**src/rtl/sdic_pkg.sv**
```systemverilog
package sdic_pkg;

  // Event kinds carried on in_tuser
  localparam logic [1:0] OP_VIDEO_RD = 2'd0;
  localparam logic [1:0] OP_CPU_TICK = 2'd1;
  localparam logic [1:0] OP_CPU_RD   = 2'd2;
  localparam logic [1:0] OP_CPU_WR   = 2'd3;

  localparam int unsigned ADDR_W = 16;
  localparam int unsigned DATA_W = 8;
  localparam int unsigned LINE_W = 8;

  // Remembered address is one bit wider so the reset value matches nothing
  localparam logic [ADDR_W:0]   ADDR_NONE   = 17'h1_FFFF;
  localparam logic [ADDR_W-1:0] NT_LOW      = 16'h2000;
  localparam logic [ADDR_W-1:0] NT_HIGH     = 16'h2FFF;
  localparam logic [ADDR_W-1:0] VEC_LO      = 16'hFFFA;
  localparam logic [ADDR_W-1:0] VEC_HI      = 16'hFFFB;
  localparam logic [ADDR_W-1:0] MASK_REG    = 16'h2001;
  localparam logic [DATA_W-1:0] RENDER_BITS = 8'h18;

  localparam logic [1:0]        REPEAT_MAX  = 2'd3;
  localparam logic [1:0]        REPEAT_HIT  = 2'd2;
  localparam logic [2:0]        IDLE_MAX    = 3'd7;
  localparam logic [2:0]        IDLE_END    = 3'd3;
  localparam logic [LINE_W-1:0] LINE_MAX    = 8'hFF;

  typedef struct packed {
    logic [ADDR_W:0]   prev_address;
    logic [1:0]        repeat_count;
    logic              frame_active;
    logic [LINE_W-1:0] line_counter;
    logic              pending_flag;
    logic [2:0]        idle_cycles;
    logic              video_seen;
  } state_t;

  localparam state_t STATE_RESET = '{
    prev_address: ADDR_NONE,
    repeat_count: 2'd0,
    frame_active: 1'b0,
    line_counter: '0,
    pending_flag: 1'b0,
    idle_cycles:  3'd0,
    video_seen:   1'b0
  };

endpackage

```
**src/rtl/sdic_step.sv**
```systemverilog
module sdic_step (
  input  sdic_pkg::state_t                    cur_state,
  input  logic [1:0]                          op,
  input  logic [sdic_pkg::ADDR_W-1:0]         bus_address,
  input  logic [sdic_pkg::DATA_W-1:0]         write_data,
  input  logic [sdic_pkg::LINE_W-1:0]         line_compare,
  output sdic_pkg::state_t                    nxt_state
);
  import sdic_pkg::*;

  logic              nt_hit;
  logic [1:0]        rep_inc;
  logic [LINE_W-1:0] line_inc;
  logic [2:0]        idle_inc;

  assign nt_hit = (bus_address >= NT_LOW) && (bus_address <= NT_HIGH) &&
                  ({1'b0, bus_address} == cur_state.prev_address);
  assign rep_inc  = (cur_state.repeat_count < REPEAT_MAX) ?
                    cur_state.repeat_count + 2'd1 : cur_state.repeat_count;
  assign line_inc = (cur_state.line_counter != LINE_MAX) ?
                    cur_state.line_counter + {{(LINE_W-1){1'b0}}, 1'b1} :
                    cur_state.line_counter;
  assign idle_inc = cur_state.idle_cycles + 3'd1;

  always_comb begin
    nxt_state = cur_state;
    unique case (op)
      OP_VIDEO_RD: begin
        if (nt_hit) begin
          nxt_state.repeat_count = rep_inc;
          if (rep_inc == REPEAT_HIT) begin
            if (!cur_state.frame_active) begin
              // first scanline of a frame
              nxt_state.frame_active = 1'b1;
              nxt_state.line_counter = '0;
            end else begin
              nxt_state.line_counter = line_inc;
              if (line_inc == line_compare) nxt_state.pending_flag = 1'b1;
            end
          end
        end else begin
          nxt_state.repeat_count = 2'd0;
        end
        nxt_state.prev_address = {1'b0, bus_address};
        nxt_state.video_seen   = 1'b1;
      end
      OP_CPU_TICK: begin
        if (cur_state.video_seen) begin
          nxt_state.idle_cycles = 3'd0;
        end else if (cur_state.idle_cycles < IDLE_MAX) begin
          nxt_state.idle_cycles = idle_inc;
          if (idle_inc == IDLE_END) begin
            nxt_state.frame_active = 1'b0;
            nxt_state.prev_address = ADDR_NONE;
          end
        end
        nxt_state.video_seen = 1'b0;
      end
      OP_CPU_RD: begin
        if ((bus_address == VEC_LO) || (bus_address == VEC_HI)) begin
          nxt_state.frame_active = 1'b0;
          nxt_state.prev_address = ADDR_NONE;
        end
      end
      OP_CPU_WR: begin
        if ((bus_address == MASK_REG) && ((write_data & RENDER_BITS) == '0)) begin
          nxt_state.frame_active = 1'b0;
          nxt_state.prev_address = ADDR_NONE;
        end
      end
      default: nxt_state = cur_state;
    endcase
  end

endmodule

```
**src/rtl/scanline_detect_irq_counter_unit.sv**
```systemverilog
// Scanline detector with scanline interrupt counter.
//
// Input stream: one bus event per transfer. in_tuser carries the event kind
// (video read, cpu tick, cpu read, cpu write); in_tdata carries the address
// and the cpu write byte. Every accepted event yields exactly one result
// transfer on the out_ stream with the interrupt pending flag, the in-frame
// flag and the current scanline count as they stand after that event.
// The compare register is written through cfg_wr_en / cfg_wr_data; the user
// must write it only while the stream is quiet, the block does not enforce it.
//
// An accepted event goes through the input register, then the state update
// into the result register, before it is presented on out_tvalid.
// Throughput: one event per clock while the receiver does not stall; the
// only loop is the state update through the single state register.
//
// Reset (rst_n low, synchronous) empties both registers, clears all
// detector state, forgets the last address and zeroes the compare value.
// When the receiver stalls, the result stays in the output register; the
// input register still takes one more event, then in_tready drops.
module scanline_detect_irq_counter_unit (
  input  logic        clk,
  input  logic        rst_n,
  // event stream
  input  logic        in_tvalid,
  output logic        in_tready,
  input  logic [23:0] in_tdata,   // [15:0] bus_address, [23:16] write_data
  input  logic [1:0]  in_tuser,   // [1:0] op
  // result stream
  output logic        out_tvalid,
  input  logic        out_tready,
  output logic [15:0] out_tdata,  // [0] irq_pending, [1] in_frame,
                                  // [9:2] line_number, [15:10] zero
  // compare register
  input  logic        cfg_wr_en,
  input  logic [7:0]  cfg_wr_data
);
  import sdic_pkg::*;

  // input register
  logic                in_valid_r;
  logic [1:0]          op_r;
  logic [ADDR_W-1:0]   addr_r;
  logic [DATA_W-1:0]   wdata_r;

  // detector state and compare
  state_t              state_r;
  state_t              state_nxt;
  logic [LINE_W-1:0]   line_compare_r;

  // result register
  logic                out_valid_r;
  logic [15:0]         out_data_r;

  logic                advance;

  // the event moves into the result register when that register is free
  // or being drained in the same cycle
  assign advance   = in_valid_r && (!out_valid_r || out_tready);
  assign in_tready = !in_valid_r || advance;

  always_ff @(posedge clk) begin
    if (!rst_n) begin
      in_valid_r <= 1'b0;
    end else if (in_tready) begin
      in_valid_r <= in_tvalid;
    end
  end

  always_ff @(posedge clk) begin
    if (in_tvalid && in_tready) begin
      op_r    <= in_tuser;
      addr_r  <= in_tdata[ADDR_W-1:0];
      wdata_r <= in_tdata[ADDR_W+DATA_W-1:ADDR_W];
    end
  end

  always_ff @(posedge clk) begin
    if (!rst_n) begin
      line_compare_r <= '0;
    end else if (cfg_wr_en) begin
      line_compare_r <= cfg_wr_data;
    end
  end

  sdic_step u_step (
    .cur_state    (state_r),
    .op           (op_r),
    .bus_address  (addr_r),
    .write_data   (wdata_r),
    .line_compare (line_compare_r),
    .nxt_state    (state_nxt)
  );

  always_ff @(posedge clk) begin
    if (!rst_n) begin
      state_r <= STATE_RESET;
    end else if (advance) begin
      state_r <= state_nxt;
    end
  end

  always_ff @(posedge clk) begin
    if (!rst_n) begin
      out_valid_r <= 1'b0;
    end else if (advance) begin
      out_valid_r <= 1'b1;
    end else if (out_tready) begin
      out_valid_r <= 1'b0;
    end
  end

  always_ff @(posedge clk) begin
    if (advance) begin
      out_data_r <= {6'd0, state_nxt.line_counter, state_nxt.frame_active,
                     state_nxt.pending_flag};
    end
  end

  assign out_tvalid = out_valid_r;
  assign out_tdata  = out_data_r;

  // pending flag has no acknowledge
  a_pending_sticky: assert property (@(posedge clk) disable iff (!rst_n)
    state_r.pending_flag |=> state_r.pending_flag)
    else $error("irq pending flag cleared without reset");

  // detector state only moves when an event is retired
  a_state_hold: assert property (@(posedge clk) disable iff (!rst_n)
    !advance |=> $stable(state_r))
    else $error("detector state changed without an event");

  // a new frame always starts from scanline zero
  a_frame_start: assert property (@(posedge clk) disable iff (!rst_n)
    $rose(state_r.frame_active) |-> (state_r.line_counter == '0))
    else $error("frame started with nonzero line count");

  // the flag is only raised inside a frame
  a_pending_in_frame: assert property (@(posedge clk) disable iff (!rst_n)
    $rose(state_r.pending_flag) |-> state_r.frame_active)
    else $error("irq pending raised outside a frame");

  // a forgotten address never counts as a repeat
  a_none_no_repeat: assert property (@(posedge clk) disable iff (!rst_n)
    (advance && (op_r == OP_VIDEO_RD) && (state_r.prev_address == ADDR_NONE))
      |=> (state_r.repeat_count == 2'd0))
    else $error("repeat counted after frame end");

endmodule

```
**config.mk**
```make
export PLATFORM = sky130hd
export DESIGN_NAME = scanline_detect_irq_counter_unit
export DESIGN_NICKNAME = d
export VERILOG_FILES = /design/src/rtl/sdic_pkg.sv /design/src/rtl/sdic_step.sv /design/src/rtl/scanline_detect_irq_counter_unit.sv
export SDC_FILE = /design/constraint.sdc
export NUM_CORES = 1
export LEC_CHECK = 0
export BUFFER_PORTS_ARGS = -buffer_cell sky130_fd_sc_hd__buf_2
export CELL_PAD_IN_SITES_DETAIL_PLACEMENT = 0
export CELL_PAD_IN_SITES_GLOBAL_PLACEMENT = 1
export CORE_UTILIZATION = 40
export DETAILED_ROUTE_END_ITERATION = 7
export GPL_TIMING_DRIVEN = 0
export PLACE_DENSITY_LB_ADDON = 0.1
export SLEW_MARGIN = 40
export SYNTH_ARGS = -nofsm -noshare
export SYNTH_HDL_FRONTEND = slang
export SYNTH_SLANG_ARGS = --single-unit
```
**constraint.sdc**
```tcl
create_clock -name clk -period 7.3 [get_ports clk]
set_input_delay 1.46 -clock clk [delete_from_list [all_inputs] [get_ports clk]]
set_output_delay 1.46 -clock clk [all_outputs]
set_load 0.03 [all_outputs]
```
* After elaboration in Yosys (flattened, before gate mapping)
Index checks and enable logic that the tools add are counted.
** Word-level totals
- Register bits after elaboration :: 76
- Input port bits :: 39
- Word-level logic and storage cells :: 82
** Operators by class
- Add/sub/neg operators :: 3
- Magnitude comparators :: 4
- Equality and inequality tests :: 16
- Multiplexer cells :: 26
- Reduce and logical (&&, ||, !) cells :: 19
** Operators with widths (number)
- two-way mux 17 bit :: 5
- one-hot mux 17 bit (4 select lines) :: 1
- == test 16 bit (second input constant) :: 2
- two-way mux 10 bit :: 2
- == test 16 x 17 -> 1 bit :: 1
- == test 16 x 14 -> 1 bit (second input constant) :: 1
- >= comparator 16 x 14 -> 1 bit (second input constant) :: 1
- less-or-equal comparator 16 x 14 -> 1 bit (second input constant) :: 1
- two-way mux 8 bit :: 2
- two-way mux 1 bit :: 9
- two-way mux 9 bit :: 1
- adder 8 x 1 -> 8 bit (second input constant) :: 1
- == test 8 bit :: 1
- zero test 8 bit :: 1
- != test 2 x 1 -> 1 bit (second input constant) :: 4
- != test 8 bit (second input constant) :: 1
- == test 2 bit (second input constant) :: 3
- two-way mux 3 bit :: 2
- AND reduction 6 bit :: 1
- nonzero test 2 bit :: 3
- logical AND 1 bit :: 5
- two-way mux 2 bit :: 2
- one-hot mux 1 bit (4 select lines) :: 1
- AND reduction 2 bit :: 2
- other kinds (12) :: 15

* Logic depth before layout (Yosys ltp)
Gate-level depths: netlist (run 1).
- Depth after elaboration :: 8
- Depth in mapped cells :: 8

* By module
From an unflattened synthesis (run 1), not the netlist that was laid out.
** Unflattened totals
- Cells, all modules :: 417
- Area, all modules :: 4159.0 um^2
** Modules (own cells, without submodules)
- scanline_detect_irq_counter_unit :: times used 1, cells an instance 224, area each 2854.0 um^2, sequential area each 1941.9 um^2
- sdic_step :: times used 1, cells an instance 193, area each 1305.0 um^2, sequential area each 0.0 um^2

* Worst setup path before layout (run 1)
OpenSTA, ideal clock, no wires.
- Path kind :: input -> output
- Start point :: in out_tready
- End point :: out in_tready
- Arrival time :: 1.863 ns
- Required time :: 5.840 ns
- Slack :: 3.977 ns
- Cell stages on the path :: 2
- Buffers on the path :: 0
- Cells stage by stage :: nor2b_1 nand2_1
** Between the ends
- Longest elaborated chain between the ends :: 3
** Ends and longest elaborated chain
- from (decl) :: line scanline_detect_irq_counter_unit.sv:30 : input logic out_tready,
- logical OR 1 bit :: line scanline_detect_irq_counter_unit.sv:58 : assign advance = in_valid_r && (!out_valid_r || out_tready);
- logical AND 1 bit :: line scanline_detect_irq_counter_unit.sv:58
- logical OR 1 bit :: line scanline_detect_irq_counter_unit.sv:59 : assign in_tready = !in_valid_r || advance;
- to (decl) :: line scanline_detect_irq_counter_unit.sv:25 : output logic in_tready,
Every way passes these cells.

* Worst setup path in the final report (run 1)
Ends and elaborated chain as after synthesis.

==> impl_metrics.yaml, run 1 <==
clocking:
  cts_hold_buf: 0
  tritoncts: "built"
  cts_resized: 0
  cts_buffers: 9
  cts.sinks: 73
  h-tree-depth: 3
  clk_pin_slew_ps: 70
  cts_root_buf: "clkbuf_8"
  clock_latency_ps: 340
  postCtsSetupBuffers: 0
  clk_path_buf_depth: 2
logic_synthesis:
  synth_top_flop_cell: "dfxtp_1"
  async_flop_share_pct: 0
  ys_seq_area_share_pct: 49.53
  yosysWarnings: 0
  ys_ff_latch: 73
  ys_types: 59
  synth_cells: 357
  synth_edf_count: 30
  yosysTopAreaCell: "edfxtp_1"
  synth_area_sq_um: 3557
  syn_avg_cell_area_sq_um: 9.964
  synth_top_cell_area_share_pct: 25.33
  synth_area_leaders: "edfxtp_1 25%, dfxtp_1 24%, xnor2_1 4.7%"
timing:
  max_freq_ghz: 0.2857
  holdWs_ps: 456.3
  slew_headroom_pct: 51.88
  period_share_pct: 47.94
  layout_min_cycle_time_ps: 3500
  setup_tns_ps: 0
  setup_viol: 0
  hold_viol: 0
  fin_ws_ps: 3800
  grt_setup_unrepaired: "false"
  worst_slew_pin_slew_ps: 716.4
  finClkSkew_ps: 8.853
  slew_violations: 0
critical_path:
  reg2reg_depth: 5
  required_ps: 5840
  end_kind: "primary output"
  path_class: "input port to primary output"
  worstSetupStartpointType: "input port"
  worstPathArrival_ps: 2040
  critPathMaxFanout: 4
job:
  cap_violations: 0
grt:
  grt_pass1_vias: 2535
  grtUsageTotal_pct: 18.32
  grt_remaining_overflow: 0
  grt_pass1_wl_um: 12610
  grt_max_degree: 21
  grt_antenna_before_repair: 0
floorplan:
  rows: 34
  design.core.area_sq_um: 8678
  dieWidth_um: 96.30
  start_util_pct: 40.99
  die_h_um: 96.30
  num_io_pins: 57
  dieArea_sq_um: 9274
cells_and_area:
  final_util_pct: 47.69
  nNetsFinal: 457
  finalNonFillerCells: 528
  drive_gt1_share_pct: 20.24
  diodes: 0
  areaGrowthSynthToFinish_pct: 16.36
min_path:
  hold_path_class: "flip-flop to flip-flop"
  min_path_cells: 2
routing:
  wl_um: 7811
  routedWlPerCell_um: 14.79
  final_antenna_net_count: 0
  drt_iter0_markers: 116
  drc_errors: 0
  vias_per_cell: 5.203
  firstDrtPassIters: 4
  vias: 2747
pwr:
  power.density_nw_per_um2: 206.4
  ir_drop_uv: 122.9
  leakagePower_uw: 0.001602
placement:
  globalplace.congestion: 0.8120
  dp_slack_ps: 3794
  portBuffers: 42
  hpwl_um: 5695
  placed_cells: 512
run_status:
  status: "completed"
==> synthesized netlist by cell type (2+ instances only) <==
cell        n
and2_1      3
o31ai_1     3
mux2i_1    10
xnor2_1    19
or3_1       2
dfxtp_1    43
and3_1      3
buf_4      10
or4_1       2
and4b_1     2
nor4_1      4
a211oi_1    4
ha_1        3
nand2_1    18
a21oi_1    24
nand4b_1    2
clkbuf_1   14
a21boi_0    4
o21bai_1    2
buf_6       3
nor4b_1     2
nand4_1    11
nand2b_1    4
o21a_1      4
nand3_1     5
nor2_1     23
inv_1      23
o21ai_0    12
edfxtp_1   30
o211ai_1    2
nor3b_1     2
a31oi_1    17
o311ai_0    2
nor3_1     19
a2111oi_0   2
==> cell type report <==
cell class / count / area, sq um
Buffer: 27 / 161.4
Clock buffer: 10 / 127.6
Clock inverter: 6 / 82.58
Fill cell: 839 / 4539
Inverter: 23 / 86.33
Multi-Input combinational cell: 239 / 1574
Sequential cell: 73 / 1762
Tap cell: 108 / 135.1
Timing Repair Buffer: 42 / 210.2
==> kinds of logic after synthesis <==
group,synth area share [%]
AOI/OAI and AO/OA,15.37
buffers and inverters,6.964
muxes,3.131
DFF,49.53
other,0.1054
xor gates and xnor gates,4.924
adders and majority gates,1.055
and+or+nand+nor,18.92
==> metrics by stage <==
stage          power [uW]  cell area, sq um
2_1_floorplan       501.1              3576
3_3_place_gp        523.2              3921
3_5_place_dp        524.6              3929
4_1_cts             863.1              4139
5_1_grt             889.9              4139
6_report            854.2              4139
==> path summary, 6_finish.rpt <==
path	endpoint	slack, ps	startpoint
setup / recovery	in_tready	3800	out_tready
hold / removal	state_r[4]$_SDFFE_PN0P_	460	state_r[4]$_SDFFE_PN0P_
setup reg to reg	out_tdata[9]$_DFFE_PP_	4450	addr_r[15]$_DFFE_PP_
hold reg to reg	state_r[4]$_SDFFE_PN0P_	460	state_r[4]$_SDFFE_PN0P_
==> layer usage <==
layer,track usage [%],vias up,share of wire [%],wire (um)
met5,0,-,0,0
met4,3.676,0,0.83,65
met3,5.213,6,2.9,223
met2,30.44,45,48,3739
met1,23.77,1288,48,3782
li1,-,1408,-,-
==> report_power, final <==
group	switching [uW]	internal [uW]
clock network	149	191
logic	38.9	24.0
registers	11.9	439
total	200	654
==> state kept, by name, indices dropped and copies added, names as in the netlist <==
signal / count
addr_r: 16
in_valid_r: 1
line_compare_r: 8
op_r: 2
out_tdata: 10
out_tvalid: 1
state_r: 33
wdata_r: 2
==> cells in the final DEF (no fill, tap or decap), drive strengths merged, types with 3 or more instances in the layout <==
cell	n
clkbuf	24
mux2i	10
a21boi	4
dfxtp	43
edfxtp	30
xnor2	19
and2	4
nand2b	4
nor4	5
or4	3
ha	3
clkinv	4
conb	6
o21ai	12
inv	23
buf	55
o31ai	3
nor2	23
a31oi	17
nand3	5
a21oi	25
a211oi	5
nor3	20
and3	4
nand4	11
nand2	18
nor4b	4
o21a	4
==> worst max-delay path, stage by stage <==
cell and delay [ps]:
buf_2 100, nor2b_1 210, nand2_1 90, buf_2 180
(Power assumes the default switching activity.)
==> inputs of run 2 (changes only) <==
--- a/config.mk
+++ b/config.mk
@@ -5,6 +5,7 @@
 export SDC_FILE = /design/constraint.sdc
 export NUM_CORES = 1
 export LEC_CHECK = 0
+export ABC_AREA = 1
 export BUFFER_PORTS_ARGS = -buffer_cell sky130_fd_sc_hd__buf_2
 export CELL_PAD_IN_SITES_DETAIL_PLACEMENT = 0
 export CELL_PAD_IN_SITES_GLOBAL_PLACEMENT = 1
==> constraint.sdc (replaced) <==
create_clock -name clk -period 3.5 [get_ports clk]
set_input_delay 0.7 -clock clk [delete_from_list [all_inputs] [get_ports clk]]
set_output_delay 0.7 -clock clk [all_outputs]
set_load 0.03 [all_outputs]
==> run 2 against run 1 <==
  * Final cell count rose by 21%
  * Die area rose by 2.2%
  * Clock-buffer cell count down 1
  * Sequential share of layout area down 0.34 points
  * Synthesized cell count up 31%
  * Critical path depth grew 7
  * Total power grew 98%
  * Flip-flop and latch count unchanged
  * Utilization fell by 0.078 points
  * Critical path type is now flip-flop to flip-flop
  * Critical endpoint is now out_tdata[5]$_DFFE_PP_
  * Largest cell class unchanged
==> impl_metrics.yaml, run 2 <==
timing:
  hold_viol: 0
  layout_min_cycle_time_ps: 2022
  setup_tns_ps: 0
  fin_ws_ps: 1478
  max_freq_ghz: 0.4945
  slew_violations: 0
  setup_viol: 0
  period_share_pct: 57.78
  finClkSkew_ps: 10.06
  worst_slew_pin_slew_ps: 708.8
  grt_setup_unrepaired: "false"
  slew_headroom_pct: 52.46
critical_path:
  required_ps: 3600
  worstSetupStartpointType: "flip-flop"
  slowest_delay_ps: 470
  end_kind: "flip-flop"
  cp_slowest_cell: "edfxtp_1"
  path_class: "flip-flop to flip-flop"
  worstPathArrival_ps: 2130
  critPathMaxFanout: 10
  cp_cell_sequence: "nand2_1 -> nand2_1 -> nor2_1 -> nand2_1 -> nor2_2 -> nand3_2 -> nor2_4 -> buf_6 -> nor2_1 -> a31oi_1 -> inv_1"
  path_buf_inv: 2
  cp_top_family: "simple AND/OR/NAND/NOR gates"
  crit_top_cell: "nand2_1"
floorplan:
  dieWidth_um: 97.36
  num_io_pins: 57
  design.core.area_sq_um: 8763
  die_h_um: 97.36
  start_util_pct: 41.50
  rows: 34
  dieArea_sq_um: 9478
placement:
  globalplace.congestion: 0.8406
  dp_slack_ps: 1393
  portBuffers: 44
  hpwl_um: 6283
pwr:
  ir_drop_uv: 224.7
  total_power_uw: 1692
  leakagePower_uw: 0.001855
  power.density_nw_per_um2: 405.5
clocking:
  postCtsSetupBuffers: 0
  clk_path_buf_depth: 2
  cts_resized: 0
  tritoncts: "built"
  cts_hold_buf: 0
  cts_buffers: 9
  cts.sinks: 73
  cts_root_buf: "clkbuf_8"
  h-tree-depth: 3
  clk_pin_slew_ps: 80
  clock_latency_ps: 350
cells_and_area:
  nNetsFinal: 570
  diodes: 0
  num-fill-cells: 880
  drive_gt1_share_pct: 18.01
  final_cell_mix: "92 x nand2_1, 78 x nor2_1, 49 x buf_2"
  areaGrowthSynthToFinish_pct: 14.72
  largest_register_ffs: 33
  layout_commonest_cell: "nand2_1"
  largest-register: "state_r"
logic_synthesis:
  yosysWarnings: 0
  synth_mux_area_share_pct: 0
  synth_top_family_by_area: "simple AND/OR/NAND/NOR gates"
  synth_cells: 468
  ys_types: 36
  synth_xor_area_share_pct: 2.408
  synth_compound_area_share_pct: 11.35
  ys_ff_latch: 73
  synth_area_leaders: "edfxtp_1 25%, dfxtp_1 24%, nand2_1 9.5%"
  synth_commonest_cells: "92 x nand2_1, 78 x nor2_1, 45 x inv_1"
  synth_top_cell_area_share_pct: 24.77
  synth_area_sq_um: 3637
  synth.most_common_cell: "nand2_1"
  synth_top_flop_cell: "dfxtp_1"
  syn_avg_cell_area_sq_um: 7.772
  synth_edf_count: 30
  synth-simple-area-share_pct: 27.52
  async_flop_share_pct: 0
  synth-adder-area-share_pct: 1.032
  yosysTopAreaCell: "edfxtp_1"
  ys_seq_area_share_pct: 48.43
run_status:
  status: "completed"
grt:
  grt_max_degree: 21
  grt_pass1_vias: 2794
  grtUsageTotal_pct: 18.67
  grt_antenna_before_repair: 0
  grt_pass1_wl_um: 13710
  grt_remaining_overflow: 0
routing:
  routedWlPerCell_um: 13.02
  drt_iter0_markers: 112
  wl_um: 8343
  firstDrtPassIters: 4
  vias_per_cell: 4.813
  vias: 3085
  final_antenna_net_count: 0
  drc_errors: 0
min_path:
  hold_path_class: "flip-flop to flip-flop"
job:
  cap_violations: 0
[run 2: cell types whose count changed after synthesis, moves of 8 or more]
cell | previous run | this run
a31oi_1 | 17 | 3
o21ai_1 | 0 | 15
xnor2_1 | 19 | 9
mux2i_1 | 10 | 0
nor2_1 | 23 | 78
inv_2 | 0 | 8
clkbuf_1 | 14 | 3
nor3_1 | 19 | 2
a21oi_1 | 24 | 35
inv_1 | 23 | 45
o21ai_0 | 12 | 20
nand2_1 | 18 | 92
nand3_1 | 5 | 19
[run 2: layer usage]
layer  GRT usage [%]  vias to the layer above  part of all wire (%)
li1                -                     1638                     -
met1           26.37                     1386                    53
met2           28.66                       52                    42
met3           3.094                        9                   3.0
met4           7.127                        0                   1.5
met5               0                        -                     0
[run 2: worst reg2reg max path: stages (launching register included)]
cell	delay (ps)
edfxtp_1	470
nand2_1	100
nand2_1	100
nor2_1	130
nand2_1	80
nor2_2	150
nand3_2	120
nor2_4	190
buf_6	170
nor2_1	50
a31oi_1	140
inv_1	60
[run 2: power breakdown]
group,internal [uW],leakage (uW),switching (uW)
combinational,60.8,0.00114,108
clock,248,0.0000799,319
sequential,925,0.000639,30.7
total,1230,0.00186,457
[run 2: final timing paths]
kind	startpoint	endpoint	slack [ps]	cells after the start
worst max-delay path	addr_r[14]$_DFFE_PP_	out_tdata[5]$_DFFE_PP_	1480	11
worst max register to register	addr_r[14]$_DFFE_PP_	out_tdata[5]$_DFFE_PP_	1480	11
worst min-delay path	state_r[16]$_SDFFE_PN1P_	state_r[16]$_SDFFE_PN1P_	470	2
worst min register to register	state_r[16]$_SDFFE_PN1P_	state_r[16]$_SDFFE_PN1P_	470	2
[run 2: logic make-up after synthesis]
family,Yosys count
other,1
and+or+nand+nor,228
AOI/OAI and AO/OA,78
adders and majority gates,3
DFF,73
xor gates and xnor gates,10
buffers and inverters,75
[run 2: final cells by class]
type,count,area (sq um),area share [%]
sequential,73,1762,42.22
multi-input combinational,325,1562,37.42
timing repair buffer,44,220.2,5.277
inverter,56,210.2,5.037
tap,108,135.1,3.238
clock buffer,9,123.9,2.969
buffer,19,122.6,2.939
clock inverter,7,37.54,0.8996
[run 2: per-stage QoR]
step	cells	hold slack [ps]	area (sq um)	util, %
5_1_grt	641	501.7	4173	47.62
3_5_place_dp	625	462.6	4011	45.77
3_3_place_gp	625	451.3	4011	45.77
4_1_cts	641	476.1	4173	47.62
6_report	641	472.2	4173	47.62
2_1_floorplan	473	420.0	3656	-
